[config.mk]
export PLATFORM = sky130hd
export DESIGN_NAME = positional_list_engine
export DESIGN_NICKNAME = d
export VERILOG_FILES = /design/src/sv/plm_pkg.sv /design/src/sv/plm_store.sv /design/src/sv/plm_ctrl.sv /design/src/sv/positional_list_engine.sv
export SDC_FILE = /design/constraint.sdc
export NUM_CORES = 2
export LEC_CHECK = 0
export ABC_AREA = 1
export BUFFER_PORTS_ARGS = -buffer_cell sky130_fd_sc_hd__buf_2
export CELL_PAD_IN_SITES_DETAIL_PLACEMENT = 1
export CELL_PAD_IN_SITES_GLOBAL_PLACEMENT = 1
export CORE_ASPECT_RATIO = 0.75
export CORE_MARGIN = 4
export CORE_UTILIZATION = 30
export CTS_CLUSTER_SIZE = 40
export DETAILED_ROUTE_END_ITERATION = 12
export HOLD_SLACK_MARGIN = 0.1
export PLACE_DENSITY_LB_ADDON = 0.1
export SLEW_MARGIN = 20
export SYNTH_ARGS = -nofsm -noshare
export SYNTH_HDL_FRONTEND = slang
export SYNTH_SLANG_ARGS = --single-unit
[constraint.sdc]
create_clock -name aclk -period 8.8 [get_ports aclk]
set_clock_uncertainty 0.2 [all_clocks]
set_input_delay 1.76 -clock aclk [delete_from_list [all_inputs] [get_ports aclk]]
set_output_delay 1.76 -clock aclk [all_outputs]
set_load 0.05 [all_outputs]
[src/sv/plm_pkg.sv]
// plm_pkg: shared types and codes for the positional list engine
// operation codes, status codes and the result record; no dependencies
package plm_pkg;

    // operation selector carried in s_tuser
    localparam logic [1:0] MODE_INSERT = 2'd0;
    localparam logic [1:0] MODE_DELETE = 2'd1;
    localparam logic [1:0] MODE_SEARCH = 2'd2;

    // status codes reported with every result item
    localparam logic [2:0] STAT_DONE      = 3'd0;
    localparam logic [2:0] STAT_BAD_POS   = 3'd1;
    localparam logic [2:0] STAT_FULL      = 3'd2;
    localparam logic [2:0] STAT_EMPTY     = 3'd3;
    localparam logic [2:0] STAT_NOT_FOUND = 3'd4;

    localparam int unsigned VALUE_W = 32;
    localparam int unsigned POS_W   = 7;

    typedef struct packed {
        logic [2:0]       status;
        logic [POS_W-1:0] found_position;
        logic [POS_W-1:0] entry_count;
    } plm_result_t;

endpackage

[src/sv/plm_store.sv]
// plm_store: entry storage, one write port and one registered read port
// depends on plm_pkg for the value width
module plm_store
    import plm_pkg::*;
#(
    parameter int unsigned DEPTH = 64
) (
    input  logic                          aclk,
    input  logic                          wr_en,
    input  logic [$clog2(DEPTH)-1:0]      wr_addr,
    input  logic [VALUE_W-1:0]            wr_data,
    input  logic                          rd_en,
    input  logic [$clog2(DEPTH)-1:0]      rd_addr,
    output logic [VALUE_W-1:0]            rd_data
);

    logic [VALUE_W-1:0] entry_mem [DEPTH];
    logic [VALUE_W-1:0] rd_data_reg;

    always_ff @(posedge aclk) begin
        if (wr_en) begin
            entry_mem[wr_addr] <= wr_data;
        end
        if (rd_en) begin
            rd_data_reg <= entry_mem[rd_addr];
        end
    end

    assign rd_data = rd_data_reg;

endmodule

[src/sv/plm_ctrl.sv]
// plm_ctrl: operation sequencer, shifts entries on insert, drops the rear on delete, scans on search
// depends on plm_pkg; drives the plm_store ports
module plm_ctrl
    import plm_pkg::*;
#(
    parameter int unsigned CAPACITY = 64
) (
    input  logic                          aclk,
    input  logic                          aresetn,
    input  logic                          in_valid,
    output logic                          in_ready,
    input  logic [1:0]                    in_mode,
    input  logic [POS_W-1:0]              in_position,
    input  logic [VALUE_W-1:0]            in_item_value,
    input  logic [VALUE_W-1:0]            in_search_key,
    output logic                          res_valid,
    input  logic                          res_ready,
    output plm_result_t                   res,
    output logic                          mem_we,
    output logic [$clog2(CAPACITY)-1:0]   mem_waddr,
    output logic [VALUE_W-1:0]            mem_wdata,
    output logic                          mem_re,
    output logic [$clog2(CAPACITY)-1:0]   mem_raddr,
    input  logic [VALUE_W-1:0]            mem_rdata
);

    localparam int unsigned AW   = $clog2(CAPACITY);
    localparam int unsigned CW   = $clog2(CAPACITY + 1);
    localparam int unsigned CMPW = ((CW > POS_W) ? CW : POS_W) + 1;

    typedef enum logic [4:0] {
        S_IDLE   = 5'b00001,
        S_SHIFT  = 5'b00010,
        S_PUT    = 5'b00100,
        S_SCAN   = 5'b01000,
        S_FINISH = 5'b10000
    } plm_state_t;

    plm_state_t       state_reg, state_next;
    logic [CW-1:0]    count_reg, count_next;
    logic [AW-1:0]    idx_reg, idx_next;
    logic [AW-1:0]    tgt_reg, tgt_next;
    logic [VALUE_W-1:0] val_reg, val_next;
    logic [VALUE_W-1:0] key_reg, key_next;
    logic [2:0]       stat_reg, stat_next;
    logic [POS_W-1:0] fpos_reg, fpos_next;

    logic [CMPW-1:0]  pos_w, cnt_w;
    logic             pos_bad, list_full, is_append;

    assign pos_w     = CMPW'(in_position);
    assign cnt_w     = CMPW'(count_reg);
    assign pos_bad   = (in_position == '0) || (pos_w > cnt_w + CMPW'(1));
    assign list_full = cnt_w >= CMPW'(CAPACITY);
    assign is_append = (pos_w - CMPW'(1)) == cnt_w;

    always_comb begin
        state_next = state_reg;
        count_next = count_reg;
        idx_next   = idx_reg;
        tgt_next   = tgt_reg;
        val_next   = val_reg;
        key_next   = key_reg;
        stat_next  = stat_reg;
        fpos_next  = fpos_reg;
        mem_we     = 1'b0;
        mem_waddr  = idx_reg + AW'(1);
        mem_wdata  = mem_rdata;
        mem_re     = 1'b0;
        mem_raddr  = idx_reg;
        unique case (state_reg)
            S_IDLE: begin
                if (in_valid) begin
                    val_next  = in_item_value;
                    key_next  = in_search_key;
                    fpos_next = '0;
                    tgt_next  = AW'(pos_w - CMPW'(1));
                    unique case (in_mode)
                        MODE_INSERT: begin
                            if (pos_bad) begin
                                stat_next  = STAT_BAD_POS;
                                state_next = S_FINISH;
                            end else if (list_full) begin
                                stat_next  = STAT_FULL;
                                state_next = S_FINISH;
                            end else if (is_append) begin
                                state_next = S_PUT;
                            end else begin
                                // start with the last entry and walk toward the target
                                mem_re     = 1'b1;
                                mem_raddr  = AW'(count_reg - CW'(1));
                                idx_next   = AW'(count_reg - CW'(1));
                                state_next = S_SHIFT;
                            end
                        end
                        MODE_DELETE: begin
                            if (count_reg == '0) begin
                                stat_next = STAT_EMPTY;
                            end else begin
                                count_next = count_reg - CW'(1);
                                stat_next  = STAT_DONE;
                            end
                            state_next = S_FINISH;
                        end
                        MODE_SEARCH: begin
                            if (count_reg == '0) begin
                                stat_next  = STAT_EMPTY;
                                state_next = S_FINISH;
                            end else begin
                                mem_re     = 1'b1;
                                mem_raddr  = '0;
                                idx_next   = '0;
                                state_next = S_SCAN;
                            end
                        end
                        default: begin
                            stat_next  = STAT_BAD_POS;
                            state_next = S_FINISH;
                        end
                    endcase
                end
            end
            S_SHIFT: begin
                // read data holds entry idx; it moves one slot back
                mem_we    = 1'b1;
                mem_waddr = idx_reg + AW'(1);
                mem_wdata = mem_rdata;
                if (idx_reg == tgt_reg) begin
                    state_next = S_PUT;
                end else begin
                    mem_re    = 1'b1;
                    mem_raddr = idx_reg - AW'(1);
                    idx_next  = idx_reg - AW'(1);
                end
            end
            S_PUT: begin
                mem_we     = 1'b1;
                mem_waddr  = tgt_reg;
                mem_wdata  = val_reg;
                count_next = count_reg + CW'(1);
                stat_next  = STAT_DONE;
                state_next = S_FINISH;
            end
            S_SCAN: begin
                if (mem_rdata == key_reg) begin
                    stat_next  = STAT_DONE;
                    fpos_next  = POS_W'(CW'(idx_reg) + CW'(1));
                    state_next = S_FINISH;
                end else if (CW'(idx_reg) == count_reg - CW'(1)) begin
                    stat_next  = STAT_NOT_FOUND;
                    state_next = S_FINISH;
                end else begin
                    mem_re    = 1'b1;
                    mem_raddr = idx_reg + AW'(1);
                    idx_next  = idx_reg + AW'(1);
                end
            end
            S_FINISH: begin
                if (res_ready) begin
                    state_next = S_IDLE;
                end
            end
            default: begin
                state_next = S_IDLE;
            end
        endcase
    end

    always_ff @(posedge aclk) begin
        if (!aresetn) begin
            state_reg <= S_IDLE;
            count_reg <= '0;
        end else begin
            state_reg <= state_next;
            count_reg <= count_next;
        end
    end

    always_ff @(posedge aclk) begin
        idx_reg  <= idx_next;
        tgt_reg  <= tgt_next;
        val_reg  <= val_next;
        key_reg  <= key_next;
        stat_reg <= stat_next;
        fpos_reg <= fpos_next;
    end

    assign in_ready           = (state_reg == S_IDLE);
    assign res_valid          = (state_reg == S_FINISH);
    assign res.status         = stat_reg;
    assign res.found_position = fpos_reg;
    assign res.entry_count    = POS_W'(count_reg);

endmodule

[src/sv/positional_list_engine.sv]
// positional_list_engine: bounded ordered list with insert, delete-rear and search
// top level; instantiates plm_ctrl and plm_store, depends on plm_pkg
//
//   channel   dir   tdata (low bit up)                          tuser
//   s_        in    position[6:0] item_value[38:7]              mode[1:0]
//                   search_key[70:39] zero[71]
//   m_        out   status[2:0] found_position[9:3]             -
//                   entry_count[16:10] zero[23:17]
//
// one item at a time; the memory's single read and single write port set the pace
// insert at p: entries last..p shift back one slot, then the item is written at p
// search scans from entry 1; delete, bad or full requests do not touch the store
// reset clears the entry count but not the store, no clearing pass; store contents are don't-care
// a finished result waits in the output register while the next item is accepted
module positional_list_engine
    import plm_pkg::*;
#(
    parameter int unsigned CAPACITY = 64
) (
    input  logic        aclk,
    input  logic        aresetn,
    input  logic        s_tvalid,
    output logic        s_tready,
    input  logic [71:0] s_tdata,   // position, item_value, search_key
    input  logic [1:0]  s_tuser,   // mode
    output logic        m_tvalid,
    input  logic        m_tready,
    output logic [23:0] m_tdata    // status, found_position, entry_count
);

    localparam int unsigned AW = $clog2(CAPACITY);

    // controller to output stage
    plm_result_t       res;
    logic              res_valid;
    logic              res_ready;

    // memory port
    logic              mem_we;
    logic [AW-1:0]     mem_waddr;
    logic [VALUE_W-1:0] mem_wdata;
    logic              mem_re;
    logic [AW-1:0]     mem_raddr;
    logic [VALUE_W-1:0] mem_rdata;

    // output register
    plm_result_t       out_reg;
    logic              out_valid_reg;

    plm_ctrl #(
        .CAPACITY (CAPACITY)
    ) u_ctrl (
        .aclk          (aclk),
        .aresetn       (aresetn),
        .in_valid      (s_tvalid),
        .in_ready      (s_tready),
        .in_mode       (s_tuser),
        .in_position   (s_tdata[6:0]),
        .in_item_value (s_tdata[38:7]),
        .in_search_key (s_tdata[70:39]),
        .res_valid     (res_valid),
        .res_ready     (res_ready),
        .res           (res),
        .mem_we        (mem_we),
        .mem_waddr     (mem_waddr),
        .mem_wdata     (mem_wdata),
        .mem_re        (mem_re),
        .mem_raddr     (mem_raddr),
        .mem_rdata     (mem_rdata)
    );

    plm_store #(
        .DEPTH (CAPACITY)
    ) u_store (
        .aclk    (aclk),
        .wr_en   (mem_we),
        .wr_addr (mem_waddr),
        .wr_data (mem_wdata),
        .rd_en   (mem_re),
        .rd_addr (mem_raddr),
        .rd_data (mem_rdata)
    );

    // output slot frees up when empty or being taken this cycle
    assign res_ready = !out_valid_reg || m_tready;

    always_ff @(posedge aclk) begin
        if (!aresetn) begin
            out_valid_reg <= 1'b0;
        end else begin
            if (res_valid && res_ready) begin
                out_valid_reg <= 1'b1;
            end else if (m_tready) begin
                out_valid_reg <= 1'b0;
            end
        end
    end

    always_ff @(posedge aclk) begin
        if (res_valid && res_ready) begin
            out_reg <= res;
        end
    end

    assign m_tvalid = out_valid_reg;
    assign m_tdata  = {7'b0, out_reg.entry_count, out_reg.found_position, out_reg.status};

    // a position is only reported with a successful search
    a_fpos_done: assert property (@(posedge aclk) disable iff (!aresetn)
        out_valid_reg && (out_reg.found_position != '0) |-> out_reg.status == STAT_DONE)
        else $error("found position reported without done status");

    // sequential operation: an accepted item always occupies the controller
    a_one_at_a_time: assert property (@(posedge aclk) disable iff (!aresetn)
        s_tvalid && s_tready |=> !s_tready)
        else $error("new item accepted right after another");

    // the count never passes the capacity
    a_count_bound: assert property (@(posedge aclk) disable iff (!aresetn)
        out_valid_reg && (CAPACITY <= 127) |-> out_reg.entry_count <= POS_W'(CAPACITY))
        else $error("entry count above capacity");

    // a match lies within the list
    a_fpos_bound: assert property (@(posedge aclk) disable iff (!aresetn)
        out_valid_reg && (CAPACITY <= 127) && (out_reg.found_position != '0)
        |-> out_reg.found_position <= out_reg.entry_count)
        else $error("found position beyond the list");

    // a result handed to a free slot shows on the port next cycle
    a_result_lands: assert property (@(posedge aclk) disable iff (!aresetn)
        res_valid && res_ready |=> m_tvalid)
        else $error("result lost on the way to the output");

endmodule
* After elaboration in Yosys (flattened, before gate mapping)
Memories as Yosys holds them, arrays and structs flattened. A register that Yosys moved wholly into a read port is not among the register bits. Index checks and enable logic that the tools add are counted.
Word-level totals: bits in registers 116, latch bits 0, memory bits (writable) 2048, bits in read-only memories 0, bits of input ports 78, output and inout port bits 26, logic and storage cells 113, memories 1
Cells by class: add/sub/neg operators 7, multipliers 0, div/mod/pow operators 0, $lt $le $gt $ge 2, eq/ne operators 20, shifts and indexed selects 0, multiplexer cells 54, bitwise operators 0, reductions and logical operators 17
Memory list:
- u_store.entry_mem | depth 64, width 32, rd ports 1, clocked after Yosys merged registers in 1, write ports 1, RTL line plm_store.sv:17 | logic [VALUE_W-1:0] entry_mem [DEPTH];
Operator list (number):
- 6-bit 2-to-1 mux | 9
- 5-bit 2-to-1 mux | 8
- 7-bit 2-to-1 mux | 5
- 32-bit equality test | 1
- 32-bit 2-to-1 mux | 1
- 7-bit one-hot mux with 2 select lines | 2
- 5-bit one-hot mux with 5 select lines | 1
- 3-bit 2-to-1 mux | 7
- 3-bit one-hot mux with 3 select lines | 2
- 6-bit one-hot mux with 3 select lines | 1
- 7-bit logical NOT | 2
- 1-bit 2-to-1 mux | 13
- 6-bit one-hot mux with 2 select lines | 1
- 5-bit one-hot mux with 2 select lines | 1
- 7-bit by 1-bit adder with 8-bit output (second input constant) | 1
- 8-bit by 7-bit equality test with 1-bit output | 1
- 7-bit by 8-bit > comparator with 1-bit output | 1
- 2-bit by 1-bit != test with 1-bit output (second input constant) | 4
- 4-bit AND reduction | 2
- 7-bit by 1-bit subtractor with 8-bit output (second input constant) | 1
- 6-bit by 1-bit adder with 7-bit output (second input constant) | 1
- 7-bit by 1-bit adder with 7-bit output (second input constant) | 1
- 6-bit by 7-bit equality test with 1-bit output | 1
- 7-bit greater-or-equal comparator (second input constant) | 1
- 28 further kinds | 32

* Depth between registers and ports, before layout
depth in word-level cells 8, mapped depth 29, mapped depth without buffers 27

* Hierarchy
A second synthesis with hierarchy kept.
Unflattened totals: cells, all modules 7535, area, all modules 89637.2 sq um
By module, submodules not included:
- plm_store | instances 1, cells each 6788, area each 83157.3 sq um, sequential area each 62459.9 sq um
- plm_ctrl | instances 1, cells each 715, area each 5861.9 sq um, sequential area each 2762.6 sq um
- positional_list_engine | instances 1, cells each 32, area each 618.1 sq um, sequential area each 530.5 sq um

* Worst setup path after synthesis
Ideal clock, no wire load.
path kind input-to-reg, start in s_tvalid, end reg u_store.rd_data_reg[6], in the netlist u_store.rd_data[6], read port of u_store.entry_mem, data pin, library setup time 254 ps, arrival time 5006 ps, required time 8346 ps, setup slack 3341 ps, stages 15, buffers on the path 3, cell sequence nand2_1 > clkinv_1 > nand4_1 > nand2_1 > inv_2 > buf_2 > buf_2 > buf_2 > nand3b_1 > nand3_1 > nand3_1 > nand3_1 > nand3_1 > nand3_1 > nand2_1
On the way: word-level cells in the longest chain between the ends 2, elaborated cells on any way between the ends 4, those cells by class mux: 4
Ends and longest elaborated chain:
- start: declaration | RTL line positional_list_engine.sv:22 | input logic s_tvalid,
- 6-bit 2-to-1 mux / 1-bit 2-to-1 mux (equally long branches)
- 6-bit one-hot mux with 3 select lines / 1-bit one-hot mux with 3 select lines (equally long branches)
- end: declaration | RTL line plm_store.sv:18 | logic [VALUE_W-1:0] rd_data_reg;
Parallel ways exist; a longest one is shown, timed or not. A chain may end at the register's enable or synchronous reset.

* Worst setup path after layout
start reg u_ctrl.count_reg[0], end reg u_store.rd_data_reg[6], in the netlist u_store.rd_data[6], read port of u_store.entry_mem, data pin
On the way: word-level cells in the longest chain between the ends 7, elaborated cells on any way between the ends 26, those cells by class add/sub: 2; order compare: 2; eq/ne: 2; mux: 18; reduce/logical: 2
Ends and longest elaborated chain:
- start: declaration | RTL line plm_ctrl.sv:40 | logic [CW-1:0] count_reg, count_next;
- start signal: assignment | RTL line plm_ctrl.sv:175 | count_reg <= count_next;
- 7-bit by 1-bit adder with 8-bit output (tied with other cells) | RTL line plm_ctrl.sv:53 | assign pos_bad = (in_position == '0) || (pos_w > cnt_w + CMPW'(1));
- 7-bit by 8-bit > comparator with 1-bit output (tied with other cells) | RTL line plm_ctrl.sv:53
- 1-bit logical OR (tied with other cells) | RTL line plm_ctrl.sv:53
- 6-bit 2-to-1 mux / 1-bit 2-to-1 mux (equally long branches) | RTL line plm_ctrl.sv:80 | if (pos_bad) begin
- 6-bit one-hot mux with 2 select lines / 1-bit one-hot mux with 2 select lines (equally long branches)
- 6-bit 2-to-1 mux / 1-bit 2-to-1 mux (equally long branches)
- 6-bit one-hot mux with 3 select lines / 1-bit one-hot mux with 3 select lines (equally long branches)
Parallel ways exist; a longest one is shown, timed or not.

==> qor.yml <==
start_kind: "flip-flop"
coreArea_mm2: 0.3205
min_path_type: "flip-flop to flip-flop"
htreeDepth: 4
drc: 0
timing.fmax_ghz: 0.1593
yosysTopAreaCellShare: 0.6772
hold_viol: 0
timing.final.crit_period_ps: 6276
busiest_layer: "met2"
status: "finished, final reports clean"
setup_viol: 0
cts_buffers: 237
layout.nets: 8658
cp_common_cell: "nand2_1"
wl_per_cell_um: 27.11
stdcell_area_mm2: 0.1094
drtPass1Iterations: 5
synth.yosys.seq_area_share: 0.6812
drtIter0Drc: 5814
initial_core_util: 0.3012
crit_type: "flip-flop to flip-flop"
max-slew-margin-rel: 0.2172
ys_warn_count: 0
final_max_slew_viol_count: 0
num_rows: 180
met3_usage: 0.02453
grt_pass1_vias: 66950
cts_sinks: 2196
area_growth_pct: 13.36
vias_per_cell: 5.020
grt_pass1_wl_um: 501800
portBuffers: 95
cp_max_fo: 33
cts_resized: 0
cts_buffer_depth: 4
antenna_found_initial: 19
insertion_delay_ps: 920
final_common_cell: "edfxtp_1"
post-cts-setup-buffers: 0
synth_area_mm2: 0.09653
holdBufCountCts: 0
cts_tree: "done"
io_pins: 104
drv_cap: 0
die_h_um: 499.3
synth.distinct_cells: 40
path_cells: "inv_2 > ha_1 > inv_1 > ha_1 > nand2_1 > nand2_1 > nand2_1 > nand3_1 > nand2_1 > nand2_1 > nand2_1 > nand2_1 > nor2_1 > nand2_2 > o21ai_1 > o21ai_0 > nand2_1 > nand4_1 > clkinv_2 > buf_4 > nand3_1 > nand3_1 > nand2_1"
synth_area_leader_cell: "edfxtp_1"
cts_root_buffer: "clkbuf_16"
grt_max_degree: 154
peakVddDrop_v: 0.0002791
drive_gt1_frac: 0.08296
hpwl_um: 183900
required_ps: 9220
tns_ps: 0
wl_um: 353000
place.gp.congestion: 0.7798
endpoint_kind: "flip-flop"
crit_arrival_ps: 6690
largest_reg_flops: 2048
p_leak_nw: 40.76
path_clk_slew_ps: 60
dpl_cell_area_mm2: 0.1025
grt_use_met1: 0.3047
die_area_mm2: 0.3310
ant_nets: 0
nFillCells: 34790
grtUsageMet2: 0.3346
max_stage_delay_ps: 700
postSynthCellCount: 8580
synth.area.top_cells: "edfxtp_1, nand3_1, nand3b_1"
crit_path_top_delay_cell: "nand3_1"
grt.overflow.total: 0
p_per_area_mw_per_mm2: 285.8
worst_pin_slew_ps: 1170
vias: 65360
grt_use_total: 0.2088
synth_seq_cells: 2196
synth_area_per_cell_um2: 11.25
final_cell_mix: "edfxtp_1, nand3_1, nand2_1"
regMostFlops: "u_store.entry_mem"
rsz0062_at_grt: "false"
fin_crit_sh: 0.7132
die_w_um: 663
[per-stage QoR]
stage	hold WS [ps]	setup WS (ps)	instances	total power, mW	util
global route	221.9	2027	13020	32.82	0.3414
CTS	220.2	2445	13020	31.72	0.3414
floorplan	200.3	3341	8586	17.56	-
finish	217.9	2524	13020	31.27	0.3415
detailed placement	206.3	1616	12610	22.19	0.3197
global placement	211.3	1601	12610	22.10	0.3197
[cell type report]
cell class	instances	area (um2)	area share
timing repair buffer	301	2585	0.02362
antenna	5	12.51	0.0001143
multi-input combinational	4683	24430	0.2232
tap	4277	5351	0.04890
clock inverter	123	802.0	0.007329
clock buffer	287	6161	0.05630
inverter	1149	4335	0.03962
sequential	2196	65750	0.6009
[synthesized netlist by cell type (all sizes together)]
library cell  count
nor2            138
nand2          1542
nand3b          800
o21ai           123
ha               12
clkbuf          123
xor2             12
dfxtp            19
nand3          1901
nor4              1
conb              1
buf             435
clkinv            2
a31oi             2
o211ai            2
edfxtp         2177
xnor3             1
inv            1147
o32ai             1
xnor2            27
o21a              2
or2              33
a21oi            54
a211oi            3
nand4            13
o31ai             2
nor3              7
[report_power, final]
part	internal (mW)	leakage, nW	total, mW	switching [mW]
logic	2.40	17.6	10.1	7.68
registers	11.7	19.8	11.7	0.0760
clock network	5.20	3.40	9.45	4.25
[cell families (layout without fill, tap and decap cells)]
group / after synthesis / after routing / share of synthesized area
simple gates: 4435 / 4435 / 0.2302
flops: 2196 / 2196 / 0.6812
buf+inv: 1707 / 1860 / 0.07312
compound gates: 189 / 189 / 0.01015
xor+xnor: 40 / 40 / 0.003772
fa+ha+maj: 12 / 12 / 0.001555
other cells: 1 / 12 / 0.00003885
[critical path, delay by kind of cell, from the launching register on]
family | cells | cell delay [ps]
AND/OR/NAND/NOR | 15 | 2780
adder cells (fa/ha/maj) | 2 | 790
AO/OA/AOI/OAI | 2 | 400
flip-flops | 1 | 570
buffers and inverters | 4 | 1140
[worst paths after layout]
path	endpoint	from	cells past startpoint	slack (ps)
worst max register to register	u_store.rd_data[6]	u_ctrl.count_reg[0]	23	2520
worst max-delay path	u_store.rd_data[6]	u_ctrl.count_reg[0]	23	2520
worst min register to register	m_tdata[2]	u_ctrl.stat_reg[2]	0	220
worst min-delay path	m_tdata[2]	u_ctrl.stat_reg[2]	0	220
[metal layers]
layer  wire length [um]  vias up  share of wire
li1                   -    29460              -
met1             169600    34020           0.48
met2             159400     1492           0.45
met3              16760      384          0.047
met4               7202        0          0.020
met5                  0        -              0
(Power assumes the default switching activity.)
